`config.mk`:
```
export PLATFORM = sky130hd
export DESIGN_NAME = smss_walker
export DESIGN_NICKNAME = d
export VERILOG_FILES = /design/src/rtl/core/sorted_matrix_staircase_search_assert.svh /design/src/rtl/core/smss_pkg.sv /design/src/rtl/core/smss_walker.sv
export SDC_FILE = /design/constraint.sdc
export NUM_CORES = 1
export LEC_CHECK = 0
export BUFFER_PORTS_ARGS = -buffer_cell sky130_fd_sc_hd__buf_4
export CAP_MARGIN = 20
export CORE_UTILIZATION = 25
export DETAILED_ROUTE_END_ITERATION = 8
export PLACE_DENSITY = 0.54
export SLEW_MARGIN = 20
export SYNTH_ARGS = -nofsm -noshare
export SYNTH_HDL_FRONTEND = slang
export SYNTH_SLANG_ARGS = --single-unit
```
`constraint.sdc`:
```
create_clock -name clk_i -period 4 [get_ports clk_i]
set_input_delay 0.8 -clock clk_i [delete_from_list [all_inputs] [get_ports clk_i]]
set_output_delay 0.8 -clock clk_i [all_outputs]
set_load 0.005 [all_outputs]
```
`src/rtl/core/sorted_matrix_staircase_search_assert.svh`:
```
// Assertion macros shared by the RTL.
`ifndef SORTED_MATRIX_STAIRCASE_SEARCH_ASSERT_SVH
`define SORTED_MATRIX_STAIRCASE_SEARCH_ASSERT_SVH

`ifndef SYNTHESIS
`define SMSS_ASSERT(lbl, clk, rst_n, prop, msg) \
  lbl: assert property (@(posedge clk) disable iff (!rst_n) prop) else $error(msg);
`define SMSS_ASSERT_ALWAYS(lbl, clk, prop, msg) \
  lbl: assert property (@(posedge clk) prop) else $error(msg);
`else
`define SMSS_ASSERT(lbl, clk, rst_n, prop, msg)
`define SMSS_ASSERT_ALWAYS(lbl, clk, prop, msg)
`endif

`endif

```
`src/rtl/core/smss_pkg.sv`:
```
package smss_pkg;

  localparam int unsigned MaxRows    = 16;
  localparam int unsigned MaxCols    = 16;
  localparam int unsigned StoreDepth = MaxRows * MaxCols;
  localparam int unsigned AddrW      = $clog2(StoreDepth);
  localparam int unsigned TotalW     = AddrW + 1;
  localparam int unsigned CountW     = 5;
  localparam int unsigned DataW      = 32;
  localparam int unsigned CfgIdxW    = 2;

  localparam logic [CfgIdxW-1:0] RegRowCount    = 2'd0;
  localparam logic [CfgIdxW-1:0] RegColumnCount = 2'd1;

  localparam logic ActLoad   = 1'b0;
  localparam logic ActSearch = 1'b1;

  typedef struct packed {
    logic              restart;
    logic [CountW-1:0] rows;
    logic [CountW-1:0] cols;
    logic [TotalW-1:0] total;
  } smss_dims_t;

  typedef struct packed {
    logic                    we;
    logic [AddrW-1:0]        waddr;
    logic signed [DataW-1:0] wdata;
    logic                    re;
    logic [AddrW-1:0]        raddr;
  } smss_mem_req_t;

  typedef struct packed {
    logic              idle;
    logic              walking;
    logic [CountW-1:0] row;
    logic [CountW-1:0] col;
    logic [AddrW-1:0]  load_pos;
  } smss_status_t;

  function automatic logic [CountW-1:0] clamp_count(logic [CountW-1:0] v,
                                                    logic [CountW-1:0] maxv);
    logic [CountW-1:0] r;
    r = v;
    if (v == '0) begin
      r = CountW'(1);
    end else if (v > maxv) begin
      r = maxv;
    end
    return r;
  endfunction

endpackage

```
`src/rtl/core/smss_walker.sv`:
```
module smss_walker
  import smss_pkg::*;
(
  input  logic                    clk_i,
  input  logic                    rst_ni,
  input  smss_dims_t              dims_i,
  input  logic                    in_valid_i,
  output logic                    in_ready_o,
  input  logic                    in_action_i,
  input  logic signed [DataW-1:0] in_element_i,
  input  logic signed [DataW-1:0] in_target_i,
  output logic                    out_valid_o,
  input  logic                    out_ready_i,
  output logic                    out_found_o,
  output smss_mem_req_t           mem_req_o,
  input  logic signed [DataW-1:0] mem_rdata_i,
  output smss_status_t            status_o
);

  localparam logic [1:0] StIdle  = 2'd0;
  localparam logic [1:0] StRead  = 2'd1;
  localparam logic [1:0] StCheck = 2'd2;
  localparam logic [1:0] StDone  = 2'd3;

  logic [1:0]              state_q, state_d;
  logic [CountW-1:0]       row_q, row_d;
  logic [CountW-1:0]       col_q, col_d;
  logic [AddrW-1:0]        idx_q, idx_d;
  logic [AddrW-1:0]        pos_q, pos_d;
  logic                    hit_q, hit_d;
  logic signed [DataW-1:0] target_q, target_d;
  logic                    out_valid_q, out_valid_d;
  logic                    found_q, found_d;

  logic                    accept;
  logic [TotalW-1:0]       pos_inc;
  logic [CountW-1:0]       row_inc;
  logic                    out_free;

  assign in_ready_o = (state_q == StIdle);
  assign accept     = in_valid_i && in_ready_o;
  assign pos_inc    = TotalW'(pos_q) + TotalW'(1);
  assign row_inc    = row_q + CountW'(1);
  assign out_free   = !out_valid_q || out_ready_i;

  always_comb begin
    state_d     = state_q;
    row_d       = row_q;
    col_d       = col_q;
    idx_d       = idx_q;
    pos_d       = pos_q;
    hit_d       = hit_q;
    target_d    = target_q;
    found_d     = found_q;
    out_valid_d = out_valid_q && !out_ready_i;

    mem_req_o.we    = 1'b0;
    mem_req_o.waddr = pos_q;
    mem_req_o.wdata = in_element_i;
    mem_req_o.re    = 1'b0;
    mem_req_o.raddr = idx_q;

    if (dims_i.restart) begin
      pos_d = '0;
    end

    unique case (state_q)
      StIdle: begin
        if (accept) begin
          if (in_action_i == ActLoad) begin
            mem_req_o.we = 1'b1;
            if (pos_inc >= dims_i.total) begin
              pos_d = '0;
            end else begin
              pos_d = pos_inc[AddrW-1:0];
            end
          end else begin
            target_d = in_target_i;
            row_d    = '0;
            col_d    = dims_i.cols - CountW'(1);
            idx_d    = AddrW'(dims_i.cols - CountW'(1));
            hit_d    = 1'b0;
            state_d  = StRead;
          end
        end
      end
      StRead: begin
        mem_req_o.re = 1'b1;
        state_d      = StCheck;
      end
      StCheck: begin
        if (mem_rdata_i == target_q) begin
          hit_d   = 1'b1;
          state_d = StDone;
        end else if (mem_rdata_i < target_q) begin
          row_d = row_inc;
          idx_d = idx_q + AddrW'(dims_i.cols);
          if (row_inc >= dims_i.rows) begin
            state_d = StDone;
          end else begin
            state_d = StRead;
          end
        end else begin
          col_d = col_q - CountW'(1);
          idx_d = idx_q - AddrW'(1);
          if (col_q == '0) begin
            state_d = StDone;
          end else begin
            state_d = StRead;
          end
        end
      end
      StDone: begin
        if (out_free) begin
          out_valid_d = 1'b1;
          found_d     = hit_q;
          state_d     = StIdle;
        end
      end
      default: state_d = StIdle;
    endcase
  end

  always_ff @(posedge clk_i or negedge rst_ni) begin
    if (!rst_ni) begin
      state_q     <= StIdle;
      row_q       <= '0;
      col_q       <= '0;
      pos_q       <= '0;
      hit_q       <= 1'b0;
      out_valid_q <= 1'b0;
    end else begin
      state_q     <= state_d;
      row_q       <= row_d;
      col_q       <= col_d;
      pos_q       <= pos_d;
      hit_q       <= hit_d;
      out_valid_q <= out_valid_d;
    end
  end

  always_ff @(posedge clk_i) begin
    idx_q    <= idx_d;
    target_q <= target_d;
    found_q  <= found_d;
  end

  assign out_valid_o = out_valid_q;
  assign out_found_o = found_q;

  assign status_o.idle     = (state_q == StIdle);
  assign status_o.walking  = (state_q == StRead) || (state_q == StCheck);
  assign status_o.row      = row_q;
  assign status_o.col      = col_q;
  assign status_o.load_pos = pos_q;

endmodule

```
==> metrics, run 1 <==
gr ovfl total=0; largest net degree at the start of global routing=33; TritonCTS Buffers=9; crit path DAT=4.01 ns; pre-CTS setup slack=-0.4220 ns; Hold Buf Count CTS=0; Clk Latency, worst-skew pair=0.33 ns; status=completed; core area=17300 um2; layout cells sized above 1=36.80%; register area share after synthesis=40.33%; maximum vdd drop=0.0003285 V; CP peak stage delay=0.36 ns; Cells after DPL=770; Buf/Inv on CP=1; Max-slew headroom=54.85%; ys flop type=edfxtp_1; post-synth cell types=47; Synthesis Warnings=0; 1st-pass router iterations=4; GPL Wtd Cong=0.8115; syn avg cell area=9.928 um2; worst path required time=4.09 ns; Reg-to-Reg End=idx_q[6]$_DFFE_PP_; antenna violations before repair=0; worst min path class=in -> async; post-synth top area share=27.87%; Slew @ Worst Pin=0.6773 ns; clock root cell=clkbuf_16; Initial Util=25.54%; H-tree levels=3; commonest non-fill, non-tap cell in the layout=buf_4; Synthesized Nets=627; CP Capture Type=flop; post-route DRC violation count=0; Layout Cells excl Fill=793; Top delay family on crit path=compound AO/OA/AOI/OAI gates; std cell rows=48; global-route wire length before repair=16620 um; r2r worst-path depth=17; die area=18210 um2; Max-cap violations=0; critical-path cell list=buf_6 > ha_4 > a21oi_2 > nand2_1 > a221o_1 > o31a_2 > o22ai_4 > nand2_4 > ha_4 > fa_2 > a21o_1 > a21oi_2 > nor2b_1 > or3_1 > mux2i_1 > xor2_1 > a21o_1; Clock Sink Count=63; CP Class=in -> reg; setup tns final=0 ns; Post-synth EDFFs=41; total track usage=11.87%; Reg2Reg Launch Point=target_q[5]$_DFFE_PP_; WL final=10810 um; Tcrit/Tclk final=97.95%; Clock transition at path regs=0.06 ns; CTS tree=done; average vias per placed instance=4.445; final setup fails=0; clock skew=0.006825 ns; crit start category=input pin; die width=134.9 um; leak pwr=0.002908 uW; Final Max Tran Viols=0; commonest non-fill, non-tap cells in the layout=150 x buf_4, 53 x inv_1, 41 x ha_1, 41 x edfxtp_1, 39 x nand2_1; vias in the first global route=3499; Yosys top cell by area=edfxtp_1; NumNets Final=745; Port-buffer cells=129; dpl hpwl=8513 um; Pwr Density=493.4 nW/um2; Routed WL per cell=13.64 um; maximum clock frequency=0.2552 GHz; Cell Area, Synth=4418 um2; final worst slack=0.08199 ns; initial DRC count=131; height of the die=134.9 um; fin crit period=3.918 ns; Clock Path Buffers=2; reg-to-reg setup timing slack=0.22 ns; top post-synthesis cells by area=edfxtp_1 28%, ha_1 17%, dfrtp_1 12%, buf_4 7.1%, inv_1 4.5%; CP max stage cell=fa_2; #FFs+latches synth=63; Area Growth Syn to Fin=37.75%; Async SR Flop Fraction=34.92%; Final ANT Viol Nets=0; io pins=194; crit-path max FO=5; Diodes inserted=0; DR vias=3525; Syn Inst Count=445; Final Hold Vio Count=0; RSZ-0062 raised after global routing=yes
[per-stage QoR]
stage / hold WS [ns] / cell area, um2 / utilization (%) / total power [uW]
finish: 0.3471 / 6086 / 35.19 / 3003
CTS: 0.3414 / 5938 / 34.33 / 2975
global placement: 0.4695 / 5658 / 32.71 / 2201
floorplan: 0.4477 / 4618 / - / 1748
global route: 0.3571 / 6086 / 35.19 / 3241
detailed placement: 0.4689 / 5658 / 32.71 / 2233
[logic make-up (layout without fill, tap and decap cells)]
kind of cell	count (synthesis)	count (layout)	share of synthesized area, %
fa+ha+maj	61	61	17.45
xor+xnor	18	18	3.568
flops	63	63	40.33
mux	10	10	2.294
buf+inv	99	222	12.15
simple gates	117	117	12.94
compound gates	77	77	11.27
[state kept, by name, indices dropped and copies added (netlist names)]
signal / flops
pos_q: 8
out_found_o: 1
idx_q: 8
state_q: 2
col_q: 5
out_valid_o: 1
row_q: 5
hit_q: 1
target_q: 32
[worst register-to-register path, delay by kind of cell (launching register included)]
kind,cells,cell delay [ns]
fa+ha+maj,3,0.75
flops,1,0.36
buf+inv,1,0.12
mux,1,0.19
simple gates,3,0.48
compound gates,8,1.54
xor+xnor,1,0.10
[synthesized netlist by cell type, types with 2 or more instances]
library cell / number
mux2i_1: 9
ha_1: 60
and3_1: 4
buf_4: 42
xnor2_1: 10
nand3_1: 13
o21ai_0: 19
nand2_1: 41
nor3_1: 8
nor2_1: 19
or3_1: 3
a211oi_1: 3
and2_1: 3
nand2b_1: 6
nand4_1: 7
a32o_1: 4
o22ai_1: 2
inv_1: 53
a21o_1: 12
or2_2: 3
dfrtp_1: 22
clkbuf_1: 3
nor2b_1: 3
xor2_1: 8
a21oi_1: 23
o21a_1: 2
or2b_1: 3
edfxtp_1: 41
[area by class of cell]
type	instances	area [um2]
tap	225	281.5
clock inverter	5	25.02
sequential	63	1782
clock buffer	11	232.7
inverter	53	198.9
multi-input combinational	283	2406
timing repair buffer	153	1160
fill	1753	11210
[layer usage]
metal	vias to the layer above	part of all wire (%)	track usage (%)
li1	1753	-	-
met1	1643	43	13.70
met2	98	49	20.07
met3	31	6.0	3.679
met4	0	2.6	5.368
met5	-	0	0
[report_power, final]
| part | total, uW | internal (uW) | switching [uW] |
|---|---|---|---|
| Combinational | 1310 | 687 | 621 |
| Clock | 691 | 413 | 278 |
| Sequential | 1000 | 870 | 133 |
| Total | 3000 | 1970 | 1030 |
[worst max path at each step]
stage          cells past startpoint            start                  to  slack (ns)
2_1_floorplan                     17  mem_rdata_i[28]  idx_q[6]$_DFFE_PP_       0.003
3_3_place_gp                      17   mem_rdata_i[7]  idx_q[7]$_DFFE_PP_       -0.32
3_5_place_dp                      17   mem_rdata_i[7]  idx_q[7]$_DFFE_PP_       -0.42
4_1_cts                           17  mem_rdata_i[14]  idx_q[7]$_DFFE_PP_       0.004
5_1_grt                           17  mem_rdata_i[14]  idx_q[6]$_DFFE_PP_       -0.11
6_report                          17  mem_rdata_i[14]  idx_q[6]$_DFFE_PP_        0.08
[what timing repair did]
| action | in CTS | in global routing |
|---|---|---|
| pin swaps | 1 | 4 |
| endpoints found under the setup margin | 1 | 3 |
| resized for setup | 2 | 18 |
| setup buffers | 2 | 5 |
| gates cloned | 0 | 0 |
(Power assumes the default switching activity.)
==> inputs of run 2 (changes only) <==
- CORE_UTILIZATION: 25 -> 44
- PLACE_DENSITY: 0.54 -> 0.83
==> run 2 against run 1 <==
Net effect:
- via count increased by 1.8%
- combinational power about the same
- cell area decreased by 2.7%
- sequential power about the same
- sequential share of layout area increased by 0.82 points
- non-clock buffer count decreased by 2
- first-iteration DRC count decreased by 22%
- register-to-register slack got worse by 0.05 ns
- count of clock-buffer cells in the layout increased by 2
- clock power decreased by 21%
- routed wire length decreased by 3.6%
- setup slack got worse by 0.048 ns
- critical path type unchanged
- largest cell class unchanged
- highest routed layer unchanged
==> metrics, run 2 (synthesized netlist as in run 1, its figures left out) <==
Final Hold Vio Count=0; Clock Path Buffers=2; Clock Sink Count=63; critical-path cell list=buf_6 > ha_4 > a21oi_2 > nand2_1 > a221o_1 > o31a_2 > o22ai_4 > nand2_4 > ha_4 > fa_2 > a21o_1 > a21oi_2 > nor2b_1 > or3_1 > mux2i_1 > xor2_1 > a21o_1; leak pwr=0.002867 uW; CP Capture Type=flop; total track usage=19.81%; largest net degree at the start of global routing=33; Max-cap violations=0; CP peak stage delay=0.38 ns; initial DRC count=102; final instance area=5921 um2; crit-path max FO=6; reg-to-reg setup timing slack=0.17 ns; gr ovfl total=0; Routed WL per cell=14.91 um; biggest regs=target_q (32), idx_q (8), pos_q (8); Slew @ Worst Pin=0.7054 ns; crit path DAT=4.07 ns; Initial Util=45.20%; NumNets Final=743; H-tree levels=3; r2r worst-path depth=17; TritonCTS Buffers=9; max reg flops=32; CP max stage cell=o31a_2; Clk Latency, worst-skew pair=0.34 ns; 1st-pass router iterations=4; WL final=10420 um; fin crit period=3.966 ns; Reg-to-Reg End=idx_q[6]$_DFFE_PP_; CTS tree=done; core area=9774 um2; clock root cell=clkbuf_8; Worst Setup EP=idx_q[6]$_DFFE_PP_; dpl hpwl=8088 um; worst path required time=4.10 ns; die area=10450 um2; average vias per placed instance=5.134; commonest non-fill, non-tap cells in the layout=148 x buf_4, 53 x inv_1, 41 x edfxtp_1, 39 x nand2_1, 38 x ha_1; height of the die=102.2 um; final hold slack=0.3391 ns; Diodes inserted=0; status=completed; std cell rows=36; RSZ-0062 raised after global routing=yes; Area Growth Syn to Fin=34.01%; clock skew=0.007190 ns; Layout Cells excl Fill=699; setup tns final=0 ns; vias in the first global route=3532; maximum clock frequency=0.2521 GHz; final setup fails=0; CP Class=in -> reg; Clock transition at path regs=0.07 ns; Cells after DPL=681; Reg2Reg Launch Point=target_q[14]$_DFFE_PP_; layout cells sized above 1=36.93%; io pins=194; worst min path class=in -> async; maximum vdd drop=0.0002868 V; Pwr Density=480.8 nW/um2; Port-buffer cells=129; Final Max Tran Viols=0; die width=102.2 um; Max-slew headroom=52.97%; crit start category=input pin; global-route wire length before repair=15880 um; antenna violations before repair=0; commonest non-fill, non-tap cell in the layout=buf_4; Most flops, register=target_q; post-route DRC violation count=0; FILL cells=817; CP startpoint=mem_rdata_i[14]; GPL Wtd Cong=0.8658; Final ANT Viol Nets=0; DR vias=3589; area post-placement=5565 um2; Tcrit/Tclk final=99.15%
[run 2: changes by cell type in the layout (fill, tap and decap cells not counted), moves of 2 or more]
cell	delta
ha_4	+3
clkbuf_8	+11
ha_1	-3
buf_4	-2
clkinv_2	-2
clkbuf_16	-8
[run 2: how the worst min path moves through the flow]
stage / startpoint / endpoint / slack [ns] / depth (start not counted)
floorplan: hit_q$_DFFE_PN0P_ / out_found_o$_DFFE_PP_ / 0.45 / 0
global placement: hit_q$_DFFE_PN0P_ / out_found_o$_DFFE_PP_ / 0.46 / 0
detailed placement: hit_q$_DFFE_PN0P_ / out_found_o$_DFFE_PP_ / 0.47 / 0
CTS: rst_ni / hit_q$_DFFE_PN0P_ / 0.34 / 1
global route: rst_ni / hit_q$_DFFE_PN0P_ / 0.35 / 1
finish: rst_ni / row_q[2]$_DFFE_PN0P_ / 0.34 / 1
[run 2: critical path, delay by kind of cell]
kind / cells / cell delay [ns]
compound gates: 7 / 1.61
xor+xnor: 1 / 0.09
fa+ha+maj: 3 / 0.76
buf+inv: 1 / 0.10
mux: 1 / 0.18
simple gates: 4 / 0.52
[run 2: stage by stage]
step	utilization (%)	power (uW)	setup WS (ns)
after floorplan	-	1748	0.002567
after global placement	56.94	2174	-0.1997
after detailed placement	56.94	2229	-0.3272
after CTS	58.94	2785	0.04642
after global routing	60.57	3042	-0.09924
final	60.57	2846	0.03395
[run 2: cell type report]
| class | instances | area (um2) | area share [%] |
|---|---|---|---|
| Clock buffer | 13 | 180.2 | 3.043 |
| Timing Repair Buffer | 151 | 1145 | 19.34 |
| Inverter | 53 | 198.9 | 3.360 |
| Clock inverter | 3 | 15.01 | 0.2536 |
| Multi-Input combinational cell | 283 | 2434 | 41.10 |
| Tap cell | 133 | 166.4 | 2.811 |
| Sequential cell | 63 | 1782 | 30.09 |
[run 2: power breakdown]
part / switching (uW) / total, uW / internal [uW]
Clock: 250 / 544 / 294
Sequential: 144 / 1010 / 868
Combinational: 616 / 1290 / 674
[run 2: repair_timing]
action,4_1_cts,5_1_grt
hold buffers,0,0
endpoints found under the hold margin,0,0
endpoints found under the setup margin,0,3
buffers inserted,0,2
gates resized for setup,0,20
[run 2: metal layers]
layer	wire length (um)	GRT usage [%]	up-vias	part of all wire, %
li1	-	-	1751	-
met1	4230	22.49	1692	41
met2	5286	35.36	120	51
met3	622	3.694	26	6.0
met4	281	10.33	0	2.7
met5	0	0	-	0
